## config.mk

```make
export PLATFORM = sky130hd
export DESIGN_NAME = iir4_ctrl
export DESIGN_NICKNAME = d
export VERILOG_FILES = /design/src/rtl/iir4_pkg.sv /design/src/rtl/iir4_ctrl.sv
export SDC_FILE = /design/constraint.sdc
export NUM_CORES = 1
export LEC_CHECK = 0
export ABC_AREA = 1
export CORE_AREA = 2 2 39 41
export CTS_BUF_LIST = sky130_fd_sc_hd__clkbuf_16
export DETAILED_ROUTE_END_ITERATION = 6
export DIE_AREA = 0 0 41 43
export DONT_BUFFER_PORTS = 1
export PLACE_DENSITY = 0.3
export SLEW_MARGIN = 20
export SYNTH_ARGS = -nofsm -noshare
export SYNTH_HDL_FRONTEND = slang
export SYNTH_SLANG_ARGS = --single-unit
```

## constraint.sdc

```tcl
create_clock -name clk -period 0.9 [get_ports clk]
set_input_delay 0.135 -clock clk [delete_from_list [all_inputs] [get_ports clk]]
set_output_delay 0.135 -clock clk [all_outputs]
set_load 0.005 [all_outputs]
```

## src/rtl/iir4_pkg.sv

```systemverilog
`timescale 1ns / 1ps
`default_nettype none

package iir4_pkg;

	localparam int SAMPLE_W       = 16;
	localparam int CH_W           = 3;
	localparam int CNT_W          = 4;
	localparam int COEF_W         = 32;
	localparam int COEF_FRAC      = COEF_W - 4;
	localparam int STATE_W        = 48;
	localparam int MAX_CH_DEFAULT = 8;
	localparam int CFG_IDX_W      = 3;
	localparam int CFG_DATA_W     = COEF_W;
	localparam int TAPS           = 4;

	localparam int PROD_W   = COEF_W + SAMPLE_W;
	localparam int SAT_IN_W = COEF_W + STATE_W + 2;
	localparam int SPLIT_W  = STATE_W / 2;
	localparam int HI_W     = STATE_W - SPLIT_W;
	localparam int LO_PW    = COEF_W + SPLIT_W + 1;
	localparam int HI_PW    = COEF_W + HI_W;
	localparam int FULL_W   = COEF_W + STATE_W;
	localparam int Q_W      = STATE_W - COEF_FRAC;

	localparam logic [CNT_W-1:0] CH_COUNT_RESET = CNT_W'(2);
	localparam logic [Q_W-1:0] SAMPLE_POS_LIMIT = Q_W'(32767);
	localparam logic [Q_W-1:0] SAMPLE_NEG_LIMIT = Q_W'(32768);
	localparam logic signed [SAMPLE_W-1:0] SAMPLE_MAX = 16'sh7fff;
	localparam logic signed [SAMPLE_W-1:0] SAMPLE_MIN = 16'sh8000;

	localparam logic signed [SAT_IN_W-1:0] ST_MAX_W =
		$signed({{(SAT_IN_W-STATE_W+1){1'b0}}, {(STATE_W-1){1'b1}}});
	localparam logic signed [SAT_IN_W-1:0] ST_MIN_W =
		$signed({{(SAT_IN_W-STATE_W+1){1'b1}}, {(STATE_W-1){1'b0}}});

	typedef logic signed [STATE_W-1:0] state_t;
	typedef logic signed [SAT_IN_W-1:0] wide_t;
	typedef logic [TAPS-1:0][STATE_W-1:0] row_t;

	typedef enum logic [CFG_IDX_W-1:0] {
		REG_CHANNEL_COUNT = 3'd0,
		REG_HIGHPASS      = 3'd1,
		REG_GAIN          = 3'd2,
		REG_FB_ONE        = 3'd3,
		REG_FB_TWO        = 3'd4,
		REG_FB_THREE      = 3'd5,
		REG_FB_FOUR       = 3'd6
	} reg_idx_t;

	typedef struct packed {
		logic [CNT_W-1:0]             channel_count;
		logic                         highpass;
		logic [COEF_W-1:0]            gain;
		logic [TAPS-1:0][COEF_W-1:0]  feedback;
	} cfg_t;

	typedef enum logic [2:0] {
		ST_IDLE,
		ST_Y,
		ST_LO,
		ST_HI,
		ST_SUM,
		ST_UPD
	} state_e_t;

	typedef struct packed {
		logic load;
		logic calc_y;
		logic mul_lo;
		logic mul_hi;
		logic sum;
		logic commit;
	} cmd_t;

	typedef struct packed {
		logic slot_free;
	} status_t;

	// clamp to the signed state range
	function automatic state_t sat_state(input wide_t v);
		state_t r;
		if (v > ST_MAX_W) begin
			r = ST_MAX_W[STATE_W-1:0];
		end else if (v < ST_MIN_W) begin
			r = ST_MIN_W[STATE_W-1:0];
		end else begin
			r = v[STATE_W-1:0];
		end
		return r;
	endfunction

	function automatic state_t sat_add(input state_t a, input state_t b);
		return sat_state(SAT_IN_W'(a) + SAT_IN_W'(b));
	endfunction

endpackage

`default_nettype wire

```

## src/rtl/iir4_ctrl.sv

```systemverilog
`timescale 1ns / 1ps
`default_nettype none

module iir4_ctrl
	import iir4_pkg::*;
(
	input  wire logic    clk,
	input  wire logic    arst_n,
	input  wire logic    in_valid,
	output logic         in_ready,
	input  wire status_t status,
	output cmd_t         cmd
);

	state_e_t state_q;
	state_e_t state_d;

	always_ff @(posedge clk or negedge arst_n) begin
		if (!arst_n) begin
			state_q <= ST_IDLE;
		end else begin
			state_q <= state_d;
		end
	end

	always_comb begin
		state_d = state_q;
		unique case (state_q)
			ST_IDLE: if (in_valid) state_d = ST_Y;
			ST_Y:    state_d = ST_LO;
			ST_LO:   state_d = ST_HI;
			ST_HI:   state_d = ST_SUM;
			ST_SUM:  state_d = ST_UPD;
			// hold until the output register can take the result
			ST_UPD:  if (status.slot_free) state_d = ST_IDLE;
			default: state_d = ST_IDLE;
		endcase
	end

	always_comb begin
		cmd      = '0;
		in_ready = 1'b0;
		unique case (state_q)
			ST_IDLE: begin
				in_ready = 1'b1;
				cmd.load = in_valid;
			end
			ST_Y:    cmd.calc_y = 1'b1;
			ST_LO:   cmd.mul_lo = 1'b1;
			ST_HI:   cmd.mul_hi = 1'b1;
			ST_SUM:  cmd.sum    = 1'b1;
			ST_UPD:  cmd.commit = status.slot_free;
			default: cmd        = '0;
		endcase
	end

`ifndef ASSERT_OFF
	a_load_starts: assert property (@(posedge clk) disable iff (!arst_n)
		cmd.load |=> state_q == ST_Y)
		else $error("load did not start the item");
	a_cmd_onehot: assert property (@(posedge clk) disable iff (!arst_n)
		$onehot0(cmd))
		else $error("more than one datapath command");
	a_upd_stall: assert property (@(posedge clk) disable iff (!arst_n)
		state_q == ST_UPD && !status.slot_free |=> state_q == ST_UPD)
		else $error("left update while output slot busy");
	a_sum_to_upd: assert property (@(posedge clk) disable iff (!arst_n)
		state_q == ST_SUM |=> state_q == ST_UPD)
		else $error("sum step not followed by update");
`endif

endmodule

`default_nettype wire

```

[Word level (Yosys, flattened, before mapping)]
Cells that the tools add are included.
Word-level totals
  register bits after elaboration: 3
  output and inout port bits: 7
  word-level logic and storage cells: 20
Operators by class
  equal/unequal tests: 7
  multiplexer cells: 10
  reduce and logical (&&, ||, !) cells: 2
Operator list (count)
  $pmux W3 S6: 1
  $mux W1: 7
  $eq A3 B2 Y1 const B: 2
  $eq A3 B3 Y1 const B: 2
  $mux W3: 2
  $ne A2 B2 Y1 const B: 2
  $eq A3 B1 Y1 const B: 1
  $logic_not A3 Y1: 1
  $reduce_and A2 Y1: 1

[Longest topological paths before layout]
  depth after elaboration: 3
  mapped depth: 5
  gate-level depth less buffers: 4

[Worst setup path after synthesis]
Ideal clock, no wire load.
  path type: reg2out
  start: register state_q[0]
  end: output port cmd[5] (netlist name)
  data arrival time: 0.751 ns
  data required time: 0.765 ns
  setup slack: 0.014 ns
  cell stages (with the launch flop): 4
  cell sequence: dfrtp_1 nor2_2 nand2_2 nor2_1
RTL lines
  start, declared: RTL line iir4_ctrl.sv:15  | state_e_t state_q;
  start signal, assigned: RTL line iir4_ctrl.sv:22  | state_q <= state_d;
  end, declared: RTL line iir4_ctrl.sv:12  | output cmd_t cmd

==> run metrics <==
outcome finished, violations left; violated checks setup timing; Slew Limit Fails 0; Post-route DRC 0; Final Cycle Share 126%; critical path cell sequence buf_6 -> nand2_4 -> inv_4 -> nand2_2 -> inv_2; RSZ-0062 raised after global routing yes; Biggest register state_q; antenna viol nets, final 0; Pleak 0.222 nW; # IOs 11; via count 229; Critical Path AT 1.00 ns; layout cells sized above 1 between 60% and 70%; total track usage slightly above 8%; Rows 14; Initial Utilization 14.6%; Fmax 0.883 GHz; Clock power frac between 30% and 40%; fin worst setup slack -0.233 ns; mapped cell area 201 µm²; Final Skew 0.00281 ns; vias in the first global route 239; root buffer cell clkbuf_16; Largest register FFs 3; endpoints failing setup 10; synth warn 0; power per cell area between 4000 and 5000 mW/mm²; worst-path fanout max 6; Slew HR 87.6%; Buf/Inv on CP 3; Logic pwr share 46.5%; Net Sw Frac between 30% and 40%; global-route wire length before repair 910 µm; Max Cap Violations 0; Worst Setup End Kind output port; Min-Delay Path Depth 2; DR WL/cell 10.1 µm; Net Switching between 600 and 700 µW; Critical Path RT ~0.76 ns; Seq/Total Area, Yosys 37.3%; GP Congestion 0.712; Int Pwr roughly 1.3 mW; HP Class primary input to flop; grt ovf 0; antenna violations before repair 0; Die H 43 µm; Final Power approximately 2.0 mW; Yosys reg bits 3; die width a little over 40 µm; Worst path top cell family by delay flip-flops; area grow syn2layout 119%; First DRT Iteration DRCs 3; Setup Crit Path Kind flop to output port; cell count along the critical path 5; HPWL after detailed placement 350 µm; Mapped Nets 34; Synth Area per Inst approximately 6.7 µm²; Max stage delay on crit path 0.45 ns; depth of the most critical reg-to-reg path 7; clock latency on the worst-skew pair 0.22 ns; dpl ws -0.0811 ns; average vias per placed instance 3.88; clock buffer count from CTS 3; CP max-delay cell dfrtp_2; cell count after synthesis 30; Unique masters post-synth 11; Clock Sinks 3; H-Tree Depth 1; Hold WS 0.0662 ns; CTS clk-pin slew, worst paths 0.03 ns; min Tclk post-route 1.13 ns; Layout Nets 48; Setup TNS Final -1.83 ns; Bufs on Longest Clock Path 2; worst-margin pin slew 0.186 ns; peak supply drop approximately 1400 µV; share of power burned in registers about 18%; biggest registers after layout state_q x3; Final Hold Vio Count 0; drt total wl 597 µm; Post-Layout Inst Area 440 µm²; router iterations before antenna repair 3; startpoint types flop; Port Buffers 0; DP Area between 200 and 250 µm²; total die area 0.00176 mm²; ant diodes 0; core footprint 0.00138 mm²; CTS tree built; pin count of the biggest net entering global routing 9
cell families (layout without fill, tap and decap cells):
group | after synthesis | in the layout | synth area share [%]
simple gates | 16 | 16 | 37.9
compound gates | 1 | 1 | 4.35
flops | 3 | 3 | 37.3
buf+inv | 10 | 23 | 20.5
routing by layer:
layer  track usage (%)  wire [µm]  part of all wire, %  vias to the layer above
met1              9.06        214                   36                      102
met2              11.3        326                   55                       11
li1                  -          -                    -                      114
met4              8.00         10                  1.7                        0
met3              3.14         46                  7.7                        2
met5                 0          0                    0                        -
final timing paths:
kind                              endpoint  startpoint  slack [ns]
worst max-delay path                cmd[2]  state_q[0]       -0.23
worst min-delay path            state_q[0]    in_valid        0.07
worst max register to register  state_q[2]  state_q[0]       -0.22
worst min register to register  state_q[2]  state_q[1]        0.67
max in group asynchronous       state_q[2]      arst_n        0.57
min in group asynchronous       state_q[0]      arst_n        0.17
layout by cell type (no fill, tap or decap):
| cell type | netlist | layout |
|---|---|---|
| inv_2 | 0 | 3 |
| inv_1 | 9 | 6 |
| dfrtp_2 | 0 | 3 |
| inv_4 | 0 | 1 |
| nor3_2 | 0 | 1 |
| nand2_4 | 0 | 1 |
| nand2_2 | 1 | 2 |
| nor3_4 | 0 | 2 |
| nor2_4 | 0 | 2 |
| clkbuf_16 | 0 | 3 |
| nor2_2 | 2 | 2 |
| buf_6 | 0 | 3 |
| buf_4 | 1 | 6 |
| nand4_1 | 1 | 1 |
| nand3_1 | 2 | 2 |
| dlygate4sd3_1 | 0 | 1 |
| a21oi_2 | 1 | 1 |
| nand2_1 | 5 | 3 |
power groups by stage:
stage	Clock (mW)	Combinational, mW	Sequential (mW)
2_1_floorplan	0	0.344	0.262
5_1_grt	0.720	0.995	0.371
3_3_place_gp	0	0.349	0.313
6_report	0.688	0.908	0.356
3_5_place_dp	0	0.353	0.316
4_1_cts	0.703	0.609	0.353
metrics by stage:
stage               std cells  utilization, %
floorplan                  30               -
detailed placement         45            15.5
global placement           45            15.5
global route               59            31.8
finish                     59            31.8
CTS                        55            26.9
area by class of cell:
class / instances / area, µm²
Clock buffer: 3 / 75.1
Clock inverter: 1 / 3.75
Fill cell: 153 / 943
Inverter: 9 / 36.3
Multi-Input combinational cell: 17 / 138
Sequential cell: 3 / 78.8
Tap cell: 16 / 20.0
Timing Repair Buffer: 10 / 88.8
synthesized netlist by cell type:
master / number / area share, %
inv_1: 9 / 17
nand2_1: 5 / 9.3
dfrtp_1: 3 / 37
nor3_1: 3 / 7.5
nand3_1: 2 / 5.0
nor2_1: 2 / 3.7
nor2_2: 2 / 6.2
a21oi_2: 1 / 4.3
buf_4: 1 / 3.7
nand2_2: 1 / 3.1
nand4_1: 1 / 3.1
what timing repair did:
action / in CTS / in global routing
pin swaps: 5 / 5
hold buffers: 1 / 0
endpoints found under the setup margin: 8 / 10
endpoints found under the hold margin: 3 / 0
buffers inserted: 5 / 5
resized for setup: 12 / 11
Power figures use the tool's default switching activity.
