[config.mk]
export PLATFORM = sky130hd
export DESIGN_NAME = iir4_cfg
export DESIGN_NICKNAME = d
export VERILOG_FILES = /design/src/rtl/iir4_pkg.sv /design/src/rtl/iir4_cfg.sv
export SDC_FILE = /design/constraint.sdc
export NUM_CORES = 1
export LEC_CHECK = 0
export BUFFER_PORTS_ARGS = -buffer_cell sky130_fd_sc_hd__buf_2
export CORE_ASPECT_RATIO = 1.5
export CORE_MARGIN = 2
export CORE_UTILIZATION = 50
export DETAILED_ROUTE_END_ITERATION = 6
export HOLD_SLACK_MARGIN = 0.05
export PLACE_DENSITY = 0.79
export REMOVE_ABC_BUFFERS = 1
export SLEW_MARGIN = 5
export SYNTH_ARGS = -nofsm -noshare
export SYNTH_HDL_FRONTEND = slang
export SYNTH_SLANG_ARGS = --single-unit
export TNS_END_PERCENT = 5
[constraint.sdc]
create_clock -name clk -period 0.83 [get_ports clk]
set_input_delay 0.2075 -clock clk [delete_from_list [all_inputs] [get_ports clk]]
set_output_delay 0.2075 -clock clk [all_outputs]
set_load 0.05 [all_outputs]
[src/rtl/iir4_pkg.sv]
`timescale 1ns / 1ps
`default_nettype none

package iir4_pkg;

	localparam int SAMPLE_W       = 16;
	localparam int CH_W           = 3;
	localparam int CNT_W          = 4;
	localparam int COEF_W         = 32;
	localparam int COEF_FRAC      = COEF_W - 4;
	localparam int STATE_W        = 48;
	localparam int MAX_CH_DEFAULT = 8;
	localparam int CFG_IDX_W      = 3;
	localparam int CFG_DATA_W     = COEF_W;
	localparam int TAPS           = 4;

	localparam int PROD_W   = COEF_W + SAMPLE_W;
	localparam int SAT_IN_W = COEF_W + STATE_W + 2;
	localparam int SPLIT_W  = STATE_W / 2;
	localparam int HI_W     = STATE_W - SPLIT_W;
	localparam int LO_PW    = COEF_W + SPLIT_W + 1;
	localparam int HI_PW    = COEF_W + HI_W;
	localparam int FULL_W   = COEF_W + STATE_W;
	localparam int Q_W      = STATE_W - COEF_FRAC;

	localparam logic [CNT_W-1:0] CH_COUNT_RESET = CNT_W'(2);
	localparam logic [Q_W-1:0] SAMPLE_POS_LIMIT = Q_W'(32767);
	localparam logic [Q_W-1:0] SAMPLE_NEG_LIMIT = Q_W'(32768);
	localparam logic signed [SAMPLE_W-1:0] SAMPLE_MAX = 16'sh7fff;
	localparam logic signed [SAMPLE_W-1:0] SAMPLE_MIN = 16'sh8000;

	localparam logic signed [SAT_IN_W-1:0] ST_MAX_W =
		$signed({{(SAT_IN_W-STATE_W+1){1'b0}}, {(STATE_W-1){1'b1}}});
	localparam logic signed [SAT_IN_W-1:0] ST_MIN_W =
		$signed({{(SAT_IN_W-STATE_W+1){1'b1}}, {(STATE_W-1){1'b0}}});

	typedef logic signed [STATE_W-1:0] state_t;
	typedef logic signed [SAT_IN_W-1:0] wide_t;
	typedef logic [TAPS-1:0][STATE_W-1:0] row_t;

	typedef enum logic [CFG_IDX_W-1:0] {
		REG_CHANNEL_COUNT = 3'd0,
		REG_HIGHPASS      = 3'd1,
		REG_GAIN          = 3'd2,
		REG_FB_ONE        = 3'd3,
		REG_FB_TWO        = 3'd4,
		REG_FB_THREE      = 3'd5,
		REG_FB_FOUR       = 3'd6
	} reg_idx_t;

	typedef struct packed {
		logic [CNT_W-1:0]             channel_count;
		logic                         highpass;
		logic [COEF_W-1:0]            gain;
		logic [TAPS-1:0][COEF_W-1:0]  feedback;
	} cfg_t;

	typedef enum logic [2:0] {
		ST_IDLE,
		ST_Y,
		ST_LO,
		ST_HI,
		ST_SUM,
		ST_UPD
	} state_e_t;

	typedef struct packed {
		logic load;
		logic calc_y;
		logic mul_lo;
		logic mul_hi;
		logic sum;
		logic commit;
	} cmd_t;

	typedef struct packed {
		logic slot_free;
	} status_t;

	// clamp to the signed state range
	function automatic state_t sat_state(input wide_t v);
		state_t r;
		if (v > ST_MAX_W) begin
			r = ST_MAX_W[STATE_W-1:0];
		end else if (v < ST_MIN_W) begin
			r = ST_MIN_W[STATE_W-1:0];
		end else begin
			r = v[STATE_W-1:0];
		end
		return r;
	endfunction

	function automatic state_t sat_add(input state_t a, input state_t b);
		return sat_state(SAT_IN_W'(a) + SAT_IN_W'(b));
	endfunction

endpackage

`default_nettype wire

[src/rtl/iir4_cfg.sv]
`timescale 1ns / 1ps
`default_nettype none

module iir4_cfg
	import iir4_pkg::*;
(
	input  wire logic                  clk,
	input  wire logic                  arst_n,
	input  wire logic                  cfg_we,
	input  wire logic [CFG_IDX_W-1:0]  cfg_index,
	input  wire logic [CFG_DATA_W-1:0] cfg_data,
	output cfg_t                       cfg
);

	cfg_t cfg_q;

	always_ff @(posedge clk or negedge arst_n) begin
		if (!arst_n) begin
			cfg_q <= '{channel_count: CH_COUNT_RESET, highpass: 1'b0, gain: '0,
				feedback: '0};
		end else if (cfg_we) begin
			unique case (reg_idx_t'(cfg_index))
				REG_CHANNEL_COUNT: cfg_q.channel_count <= cfg_data[CNT_W-1:0];
				REG_HIGHPASS:      cfg_q.highpass      <= cfg_data[0];
				REG_GAIN:          cfg_q.gain          <= cfg_data[COEF_W-1:0];
				REG_FB_ONE:        cfg_q.feedback[0]   <= cfg_data[COEF_W-1:0];
				REG_FB_TWO:        cfg_q.feedback[1]   <= cfg_data[COEF_W-1:0];
				REG_FB_THREE:      cfg_q.feedback[2]   <= cfg_data[COEF_W-1:0];
				REG_FB_FOUR:       cfg_q.feedback[3]   <= cfg_data[COEF_W-1:0];
				// drop writes to unmapped indexes
				default: cfg_q <= cfg_q;
			endcase
		end
	end

	assign cfg = cfg_q;

endmodule

`default_nettype wire

After elaboration in Yosys (flattened, before gate mapping)
Index checks and enable logic that the tools add are counted.
W data, S select, Z words.
{"block": "totals", "regBits": 165, "input_bits": 38, "out_inout_bits": 165, "wordCells": 21}
{"block": "op_classes", "n_eq_ne": 6, "n_reduce_logical": 8}
{"op": "$reduce_and A2 Y1", "n": 7}
{"op": "$eq A3 B3 Y1 const B", "n": 3}
{"op": "$eq A3 B2 Y1 const B", "n": 2}
{"op": "$eq A3 B1 Y1 const B", "n": 1}
{"op": "$logic_not A3 Y1", "n": 1}

Depth between registers and ports, before layout
Gate-level depths: netlist of run 1.
{"block": "logic_depth", "depth_word": 2, "mapped_depth": 5, "depth_no_buf": 2}

Worst setup path before layout of run 1
Ideal clock, no wire load.
{"block": "synth_path", "path_type": "input to register", "start": "input cfg_we", "end": "register cfg_q (netlist bit cfg[128])", "setup_ps": 127, "arrival_time_ps": 1215, "required_ps": 703, "path_slack_ps": -513, "path_stages": 5, "n_path_buf": 3, "path_cell_list": "buf_2 nor4bb_1 buf_2 buf_6 mux2_1"}
{"block": "synth_between", "elab_chain_len": 1}
{"item": "from (decl)", "line_no": "iir4_cfg.sv:9", "text": "input wire logic cfg_we,"}
{"item": "$reduce_and A2 Y1 (no line)"}
{"item": "to (signal assigned)", "line_no": "iir4_cfg.sv:19", "text": "cfg_q <= '{channel_count: CH_COUNT_RESET, highpass: 1'b0, gain: '0,"}
{"item": "to (signal assigned)", "line_no": "iir4_cfg.sv:31", "text": "default: cfg_q <= cfg_q;"}
{"item": "to (decl)", "line_no": "iir4_cfg.sv:15", "text": "cfg_t cfg_q;"}
No other way between the ends.
A chain may end at the register's enable or synchronous reset.

Final worst setup path of run 1
{"block": "layout_path", "start": "register cfg_q (netlist bit cfg[162])", "end": "output cfg[162] (netlist bit)"}
{"item": "to (decl)", "line_no": "iir4_cfg.sv:12", "text": "output cfg_t cfg"}
No word-level cell between the ends.

==> results of run 1 <==
==> report_power, final <==
group	internal [W]	leakage (nW)	switching [W]
registers	0.00984	1.98	0.00139
logic	0.00489	2.13	0.00835
clock network	0.00505	0.293	0.00306
total	0.0198	4.40	0.0128
==> cell usage after synthesis <==
master / number
dfrtp_1: 164
mux2_2: 105
mux2_1: 60
buf_2: 12
buf_6: 6
nand4b_1: 3
nor4bb_1: 3
dfstp_2: 1
nor4b_2: 1
==> area by class of cell <==
class	instances	area share
clock buffer	24	0.0525
clock inverter	7	0.0127
multi-input combinational	172	0.211
sequential	165	0.441
tap	153	0.0204
timing repair buffer	232	0.263
==> through the flow <==
stage	setup slack (ns)	cells	setup TNS, ns	util	power (W)
after floorplan	-3.28	337	-309.32	-	0.0186
after global placement	-0.616	712	-94.22	0.630	0.0213
after detailed placement	-0.658	712	-98.94	0.630	0.0216
after CTS	-0.489	746	-77.05	0.774	0.0324
after global routing	-0.527	753	-89.02	0.779	0.0336
final	-0.498	753	-79.72	0.779	0.0326
==> per-layer routing <==
| metal | global-route usage | vias up | share of wire | routed length [um] |
|---|---|---|---|---|
| met5 | 0 | - | 0 | 0 |
| met3 | 0.0468 | 45 | 0.035 | 588 |
| met1 | 0.277 | 2092 | 0.33 | 5530 |
| li1 | - | 1734 | - | - |
| met2 | 0.506 | 134 | 0.59 | 9980 |
| met4 | 0.143 | 0 | 0.047 | 796 |
==> worst paths after layout <==
path | from | to | slack, ns | cells after the start
worst max-delay path | cfg[162]$_DFFE_PN1P_ | cfg[162] | -0.50 | 1
worst min-delay path | cfg_data[12] | cfg[44]$_DFFE_PN0P_ | 0.07 | 2
worst max register to register | cfg[129]$_DFFE_PN0P_ | cfg[129]$_DFFE_PN0P_ | -0.12 | 2
worst min register to register | cfg[58]$_DFFE_PN0P_ | cfg[58]$_DFFE_PN0P_ | 0.51 | 1
max in group asynchronous | arst_n | cfg[162]$_DFFE_PN1P_ | 0.11 | 3
min in group asynchronous | arst_n | cfg[52]$_DFFE_PN0P_ | 0.23 | 2
==> repair_timing <==
action / in CTS / in global routing
endpoints found under the setup margin: 330 / 330
pin swaps: 4 / 1
resized for setup: 348 / 1
hold buffers: 1 / 0
hold endpoints to repair: 164 / 0
buffers inserted: 2 / 7
==> kinds of logic after synthesis <==
group	Yosys count
mux	165
flops	165
buf+inv	18
simple gates	7
==> flow_metrics.env, run 1 <==
export IMPL_final_hold_viol_count=0
export IMPL_die_h_um=140
export IMPL_cp_cell_sequence="buf_8"
export IMPL_finalNetCount=626
export IMPL_startpoint_type="flip-flop"
export IMPL_grt_max_degree=33
export IMPL_crit_arrival_ns=1.12
export IMPL_drc=0
export IMPL_path_class="flip-flop to primary output"
export IMPL_slowest_stage="dfstp_2"
export IMPL_cts_tree="built"
export IMPL_rsz0062_at_grt="yes"
export IMPL_ir_drop_mv=2.06
export IMPL_hold_path_class="input pin to flip-flop"
export IMPL_wl_um=16900
export IMPL_synth_top_area_frac=0.663
export IMPL_min_period_ns=1.33
export IMPL_place_hpwl_um=10700
export IMPL_drive_above_1_share=0.613
export IMPL_max_slew_worst_pin_slew_ns=0.303
export IMPL_dieArea_um2=13300
export IMPL_cts_sinks=165
export IMPL_clk_insertion_delay_late_ns=0.41
export IMPL_synth_compound_area_share=0
export IMPL_ios=203
export IMPL_fmax_mhz=753
export IMPL_synth_mux_area_frac=0.300
export IMPL_cts_root_buf="clkbuf_16"
export IMPL_setup_viol=329
export IMPL_timing_final_ws_setup_ns=-0.498
export IMPL_yosysUniqueCellTypes=9
export IMPL_dieWidth_um=94.8
export IMPL_overflow=0
export IMPL_fp_coreArea_um2=12000
export IMPL_power_leakage_nw=4.40
export IMPL_synthTopCellsByArea="dfrtp_1 66%, mux2_2 19%, mux2_1 11%"
export IMPL_wl_per_cell_um=22.4
export IMPL_antenna_cells=0
export IMPL_numPortBuffers=202
export IMPL_initial_core_util=0.515
export IMPL_finalCritPeriodShare=1.60
export IMPL_fillers=668
export IMPL_required_ns=0.62
export IMPL_status="finished, violations left"
export IMPL_path_buf_inv=1
export IMPL_yosysTopAreaCell="dfrtp_1"
export IMPL_synth_adder_area_share=0
export IMPL_slew_viol_final=0
export IMPL_drtPass1Iterations=4
export IMPL_antenna_found_initial=0
export IMPL_syn_area_um2=6190
export IMPL_worstPathMaxFanout=2
export IMPL_max_cap_violations=0
export IMPL_crit_path_max_incr_delay_ns=0.55
export IMPL_postRouteAntennaNets=0
export IMPL_area_delta_synth_final_pct=51.3
export IMPL_multi_input_area_um2=1970
export IMPL_syn_inst=355
export IMPL_dpl_cell_area_um2=7570
export IMPL_power_density_nw_per_um2=3480
export IMPL_numCtsBuffers=17
export IMPL_vias=4005
export IMPL_yosysSeqAreaShare=0.668
export IMPL_seqCellArea_um2=4130
export IMPL_grt_pass1_vias=4600
export IMPL_avgViaCountPerCell=5.32
export IMPL_max_slew_margin=0.797
export IMPL_drtIter0Drc=105
export IMPL_clockBufferDepth=2
export IMPL_largest_register_ffs=165
export IMPL_most_common_layout_cells="171 x buf_6, 164 x dfrtp_1, 102 x mux2_2"
export IMPL_gp_congestion=0.771
export IMPL_fin_skew_ns=0
export IMPL_fin_area_um2=9360
export IMPL_hold_ws_ns=0.0669
export IMPL_yosys_area_share_simple=0.0115
export IMPL_rows=49
export IMPL_final_common_cell="buf_6"
export IMPL_grt_usage=0.270
export IMPL_grt_pass1_wl_um=26300
export IMPL_post_synth_cell_area_avg_um2=17.4
export IMPL_crit_path_end_kind="primary output"
export IMPL_ys_ff_latch=165
export IMPL_clkTransAtPathRegs_ns=0.06
export IMPL_yosys_warnings=0
export IMPL_violations="setup timing"
export IMPL_synth_xor_area_share=0
export IMPL_synth_top_family_by_area="multiplexers"
export IMPL_cts_max_level=4
export IMPL_path_delay_family="flip-flops"
Power figures use the tool's default switching activity.
==> run 2, diff against run 1 <==
--- a/config.mk
+++ b/config.mk
@@ -7,12 +7,12 @@
 export LEC_CHECK = 0
 export BUFFER_PORTS_ARGS = -buffer_cell sky130_fd_sc_hd__buf_2
 export CORE_ASPECT_RATIO = 1.5
-export CORE_MARGIN = 2
 export CORE_UTILIZATION = 50
 export DETAILED_ROUTE_END_ITERATION = 6
 export HOLD_SLACK_MARGIN = 0.05
 export PLACE_DENSITY = 0.79
 export REMOVE_ABC_BUFFERS = 1
+export SKIP_LAST_GASP = 1
 export SLEW_MARGIN = 5
 export SYNTH_ARGS = -nofsm -noshare
 export SYNTH_HDL_FRONTEND = slang
==> run 2 against run 1 <==
The run still ends with setup timing left. Clock skew stayed put. Global-route usage is 2.2 points lower. Worst setup slack better by 0.0078 ns. Critical path type unchanged.
==> flow_metrics.env, run 2 (synthesis gave the netlist of run 1 again) <==
export IMPL_status="finished, violations left"
export IMPL_violations="setup timing"
export IMPL_required_ns=0.62
export IMPL_cts_root_buf="clkbuf_16"
export IMPL_total_power_w=0.0297
export IMPL_dieWidth_um=92.8
export IMPL_power_leakage_nw=4.10
export IMPL_setup_worst_path_end="cfg[162]"
export IMPL_finalCritPeriodShare=1.59
export IMPL_numPortBuffers=202
export IMPL_wl_um=14700
export IMPL_r2r_start="cfg[145]$_DFFE_PN0P_"
export IMPL_worstPathMaxFanout=2
export IMPL_finalNetCount=628
export IMPL_hold_path_class="input pin to flip-flop"
export IMPL_crit_path_max_incr_delay_ns=0.55
export IMPL_drive_above_1_share=0.620
export IMPL_drc=0
export IMPL_antenna_found_initial=0
export IMPL_antenna_cells=0
export IMPL_path_depth=1
export IMPL_fp_coreArea_um2=12000
export IMPL_max_cap_violations=0
export IMPL_clockBufferDepth=2
export IMPL_dp_cells=716
export IMPL_max_slew_worst_pin_slew_ns=0.325
export IMPL_clkTransAtPathRegs_ns=0.07
export IMPL_fillers=807
export IMPL_rows=49
export IMPL_tns_ns=-95.70
export IMPL_fin_cells=756
export IMPL_path_buf_inv=1
export IMPL_grt_pass1_wl_um=24000
export IMPL_fin_skew_ns=0
export IMPL_min_delay_start="cfg_data[19]"
export IMPL_grt_pass1_vias=4316
export IMPL_final_hold_viol_count=0
export IMPL_cts_sinks=165
export IMPL_numCtsBuffers=17
export IMPL_holdPathStages=2
export IMPL_avgViaCountPerCell=5.24
export IMPL_rsz0062_at_grt="yes"
export IMPL_startpoint="cfg[162]$_DFFE_PN1P_"
export IMPL_path_delay_family="flip-flops"
export IMPL_drtIter0Drc=143
export IMPL_final_common_cell="buf_2"
export IMPL_startpoint_type="flip-flop"
export IMPL_ir_drop_mv=2.12
export IMPL_crit_path_end_kind="primary output"
export IMPL_area_delta_synth_final_pct=36.4
export IMPL_die_h_um=138
export IMPL_r2r_slack_ns=-0.15
export IMPL_cts_max_level=4
export IMPL_overflow=0
export IMPL_cp_cell_sequence="buf_8"
export IMPL_vias=3961
export IMPL_gp_congestion=0.787
export IMPL_min_period_ns=1.32
export IMPL_r2r_end="cfg[145]$_DFFE_PN0P_"
export IMPL_clk_insertion_delay_late_ns=0.41
export IMPL_path_class="flip-flop to primary output"
export IMPL_power_density_nw_per_um2=3520
export IMPL_cts_tree="built"
export IMPL_grt_usage=0.248
export IMPL_place_hpwl_um=10600
export IMPL_fmax_mhz=757
export IMPL_timing_final_ws_setup_ns=-0.490
export IMPL_most_common_layout_cells="170 x buf_2, 164 x dfrtp_1, 105 x mux2_2"
export IMPL_wl_per_cell_um=19.5
export IMPL_largest_register_ffs=165
export IMPL_ios=203
export IMPL_postRouteAntennaNets=0
export IMPL_slew_viol_final=0
export IMPL_slowest_stage="dfstp_2"
export IMPL_drtPass1Iterations=4
export IMPL_initial_core_util=0.515
export IMPL_setup_viol=330
export IMPL_dieArea_um2=12800
export IMPL_max_slew_margin=0.784
export IMPL_reg2regPathDepth=2
export IMPL_crit_arrival_ns=1.11
export IMPL_grt_max_degree=34
## run 2: changes by cell type in the layout (fill, tap and decap cells not counted), sizes merged
cell      change
buf           +2
bufinv        -2
clkbuf        -4
clkinv        +3
clkinvlp      +1
inv           +3
## run 2: worst min-delay path by stage
stage / end / slack (ns)
2_1_floorplan: cfg[0]$_DFFE_PN0P_ / -0.09
3_3_place_gp: cfg[136]$_DFFE_PN0P_ / 0.11
3_5_place_dp: cfg[40]$_DFFE_PN0P_ / 0.11
4_1_cts: cfg[51]$_DFFE_PN0P_ / 0.05
5_1_grt: cfg[136]$_DFFE_PN0P_ / 0.06
6_report: cfg[51]$_DFFE_PN0P_ / 0.06
## run 2: per-layer routing
layer / up-vias / wire [um] / track usage
met3: 33 / 581 / 0.0556
met4: 0 / 551 / 0.120
met2: 135 / 8190 / 0.434
met5: - / 0 / 0
li1: 1740 / - / -
met1: 2053 / 5400 / 0.282
## run 2: cell type report
cell class | instances | area [um^2] | area share
multi-input cells | 172 | 1960 | 0.232
clock inverters | 12 | 119 | 0.0141
well taps | 153 | 191 | 0.0227
clock buffers | 20 | 467 | 0.0553
repair buffers | 234 | 1570 | 0.186
flip-flops and latches | 165 | 4130 | 0.490
## run 2: what timing repair did
action / 4_1_cts / 5_1_grt
hold buffers: 1 / 0
endpoints found under the hold margin: 165 / 0
endpoints found under the setup margin: 330 / 330
setup buffers: 5 / 2
resized for setup: 33 / 45
## run 2: per-stage QoR
stage | setup WS [ns] | area (um^2) | utilization | hold WS [ns]
after floorplan | -3.28 | 6060 | - | -0.0881
after global placement | -0.650 | 7590 | 0.632 | 0.111
after detailed placement | -0.683 | 7590 | 0.632 | 0.108
after CTS | -0.503 | 8330 | 0.693 | 0.0496
after global routing | -0.522 | 8440 | 0.702 | 0.0641
final | -0.490 | 8440 | 0.702 | 0.0578
## run 2: power by group
| part | internal, W | total, W | leakage (nW) | switching, W |
|---|---|---|---|---|
| clock network | 0.00441 | 0.00759 | 0.280 | 0.00317 |
| logic | 0.00307 | 0.0113 | 1.84 | 0.00821 |
| registers | 0.00983 | 0.0108 | 1.98 | 0.000960 |
| total | 0.0173 | 0.0297 | 4.10 | 0.0123 |
==> run 3, diff against run 2 <==
--- a/config.mk
+++ b/config.mk
@@ -5,12 +5,13 @@
 export SDC_FILE = /design/constraint.sdc
 export NUM_CORES = 1
 export LEC_CHECK = 0
+export ABC_AREA = 1
 export BUFFER_PORTS_ARGS = -buffer_cell sky130_fd_sc_hd__buf_2
 export CORE_ASPECT_RATIO = 1.5
-export CORE_UTILIZATION = 50
+export CORE_UTILIZATION = 51
 export DETAILED_ROUTE_END_ITERATION = 6
 export HOLD_SLACK_MARGIN = 0.05
-export PLACE_DENSITY = 0.79
+export PLACE_DENSITY = 0.8
 export REMOVE_ABC_BUFFERS = 1
 export SKIP_LAST_GASP = 1
 export SLEW_MARGIN = 5
==> run 3 against run 2 <==
The flow still finishes with violations (setup timing). Total power down 5.9%. Synthesized cell count is 100% higher. Non-clock buffer count rose by 33. Final cell count rose by 50%. Highest routed layer unchanged. Routed wire length is 31% higher.
==> flow_metrics.env, run 3 <==
export IMPL_fmax_mhz=749
export IMPL_path_class="flip-flop to primary output"
export IMPL_vias=5954
export IMPL_antenna_found_initial=0
export IMPL_syn_inst=723
export IMPL_fin_skew_ns=0
export IMPL_cts_root_buf="clkbuf_16"
export IMPL_max_slew_margin=0.806
export IMPL_grt_max_degree=33
export IMPL_power_leakage_nw=5.06
export IMPL_grt_pass1_wl_um=30100
export IMPL_startpoint_type="flip-flop"
export IMPL_crit_arrival_ns=1.13
export IMPL_dieWidth_um=93.4
export IMPL_drtPass1Iterations=5
export IMPL_area_delta_synth_final_pct=36.4
export IMPL_slew_viol_final=0
export IMPL_fp_coreArea_um2=12100
export IMPL_numPortBuffers=202
export IMPL_path_delay_family="flip-flops"
export IMPL_wl_per_cell_um=17.0
export IMPL_drive_above_1_share=0.298
export IMPL_crit_path_end_kind="primary output"
export IMPL_synth_top_family_by_area="simple AND/OR/NAND/NOR gates"
export IMPL_most_common_layout_cells="438 x nand2_1, 186 x buf_2, 164 x dfrtp_1"
export IMPL_yosysSeqAreaShare=0.646
export IMPL_path_depth=1
export IMPL_avgViaCountPerCell=5.24
export IMPL_wl_um=19300
export IMPL_worstPathMaxFanout=2
export IMPL_yosysUniqueCellTypes=11
export IMPL_startpoint="cfg[162]$_DFFE_PN1P_"
export IMPL_place_hpwl_um=12900
export IMPL_initial_core_util=0.529
export IMPL_required_ns=0.62
export IMPL_yosys_warnings=0
export IMPL_gp_congestion=0.819
export IMPL_reg2regPathDepth=4
export IMPL_clk_insertion_delay_late_ns=0.42
export IMPL_finalCritPeriodShare=1.61
export IMPL_synth_compound_area_share=0
export IMPL_cp_cell_sequence="buf_8"
export IMPL_timing_final_ws_setup_ns=-0.505
export IMPL_setup_worst_path_end="cfg[162]"
export IMPL_synthTopCellsByArea="dfrtp_1 64%, nand2_1 26%, nand3_1 5.4%"
export IMPL_status="finished, violations left"
export IMPL_final_hold_viol_count=0
export IMPL_rsz0062_at_grt="yes"
export IMPL_ys_flop_type="dfrtp_1"
export IMPL_total_power_w=0.0279
export IMPL_synth_edf_count=0
export IMPL_clockBufferDepth=2
export IMPL_antenna_cells=0
export IMPL_drc=0
export IMPL_crit_path_max_incr_delay_ns=0.56
export IMPL_post_synth_top_count_cell="nand2_1"
export IMPL_r2r_end="cfg[162]$_DFFE_PN1P_"
export IMPL_die_h_um=139
export IMPL_yosysTopAreaCell="dfrtp_1"
export IMPL_max_slew_worst_pin_slew_ns=0.294
export IMPL_ios=203
export IMPL_final_common_cell="nand2_1"
export IMPL_clkTransAtPathRegs_ns=0.06
export IMPL_dieArea_um2=13000
export IMPL_synth_top_area_frac=0.642
export IMPL_power_density_nw_per_um2=3200
export IMPL_grt_usage=0.306
export IMPL_violations="setup timing"
export IMPL_postRouteAntennaNets=0
export IMPL_post_synth_cell_area_avg_um2=8.84
export IMPL_synthArstFlopShare=1.00
export IMPL_rows=49
export IMPL_finalNetCount=1009
export IMPL_min_period_ns=1.34
export IMPL_slowest_stage="dfstp_2"
export IMPL_fillers=894
export IMPL_setup_viol=166
export IMPL_cts_tree="built"
export IMPL_largest_register_ffs=165
export IMPL_ir_drop_mv=1.74
export IMPL_numCtsBuffers=17
export IMPL_grt_pass1_vias=5928
export IMPL_syn_area_um2=6390
export IMPL_path_buf_inv=1
export IMPL_overflow=0
export IMPL_hold_path_class="input pin to flip-flop"
export IMPL_synth_mux_area_frac=0
export IMPL_cts_sinks=165
export IMPL_r2r_slack_ns=-0.09
export IMPL_pre_cts_slack_ns=-0.330
export IMPL_cts_max_level=4
export IMPL_synth_adder_area_share=0
export IMPL_synth_common_cells="438 x nand2_1, 164 x dfrtp_1, 69 x nand3_1"
export IMPL_synth_xor_area_share=0
export IMPL_ys_ff_latch=165
export IMPL_hold_ws_ns=0.0540
export IMPL_drtIter0Drc=399
export IMPL_yosys_area_share_simple=0.319
export IMPL_r2r_start="cfg[162]$_DFFE_PN1P_"
export IMPL_max_cap_violations=0
-- run 3: changes by cell type in the layout (fill, tap and decap cells not counted), moves of 4 or more --
cell	previous run	this run
mux2_2	105	0
dlygate4sd3_1	1	14
nand2_1	0	438
buf_2	170	186
mux2_1	60	0
buf_6	31	15
nor2_2	0	4
buf_4	22	42
nand3_1	0	69
-- run 3: logic make-up after synthesis --
logic type	count (synthesis)
and+or+nand+nor	514
DFF	165
buffers and inverters	44
-- run 3: how the worst min path moves through the flow --
stage | from | slack [ns] | depth (start not counted) | endpoint
after CTS | cfg_data[18] | 0.05 | 3 | cfg[18]$_DFFE_PN0P_
after global routing | cfg_data[22] | 0.06 | 3 | cfg[86]$_DFFE_PN0P_
final | cfg_data[18] | 0.05 | 3 | cfg[18]$_DFFE_PN0P_
after global placement | arst_n | 0.09 | 1 | cfg[106]$_DFFE_PN0P_
after detailed placement | arst_n | 0.09 | 1 | cfg[106]$_DFFE_PN0P_
after floorplan | arst_n | -0.09 | 0 | cfg[0]$_DFFE_PN0P_
-- run 3: what timing repair did --
action	4_1_cts	5_1_grt
resized for setup	17	21
setup endpoints to repair	165	167
cloned	0	0
setup buffers	2	6
hold buffers	14	0
endpoints found under the hold margin	183	0
-- run 3: area by class of cell --
| class | instances | area, um^2 | share of cell area |
|---|---|---|---|
| well taps | 153 | 191 | 0.0220 |
| clock buffers | 25 | 505 | 0.0580 |
| flip-flops and latches | 165 | 4130 | 0.474 |
| repair buffers | 267 | 1750 | 0.201 |
| clock inverters | 7 | 68.8 | 0.00789 |
| inverters | 6 | 22.5 | 0.00258 |
| multi-input cells | 514 | 2050 | 0.235 |
-- run 3: worst register-to-register path, cell delays in order (launching register included) --
cell and delay, ns:
dfstp_2 0.56, buf_4 0.12, buf_4 0.09, nand2_1 0.04
nand2_1 0.06
-- run 3: layer usage --
| metal | GRT usage | routed length [um] | up-vias | share of wire |
|---|---|---|---|---|
| li1 | - | - | 2721 | - |
| met1 | 0.371 | 7300 | 2874 | 0.38 |
| met2 | 0.509 | 9820 | 296 | 0.51 |
| met3 | 0.0598 | 1230 | 63 | 0.063 |
| met4 | 0.168 | 961 | 0 | 0.050 |
| met5 | 0 | 0 | - | 0 |
-- run 3: where the power goes --
group	internal (W)	switching, W	total (W)
Clock	0.00453	0.00308	0.00761
Combinational	0.00221	0.00765	0.00986
Sequential	0.00956	0.000881	0.0104
Total	0.0163	0.0116	0.0279
-- run 3: through the flow --
step	cells	setup TNS, ns	instance area (um^2)	util
global route	1137	-73.02	8720	0.722
finish	1137	-67.88	8720	0.722
CTS	1131	-69.73	8630	0.714
detailed placement	1083	-46.96	7850	0.650
global placement	1083	-41.94	7850	0.650
floorplan	685	-184.28	6190	-
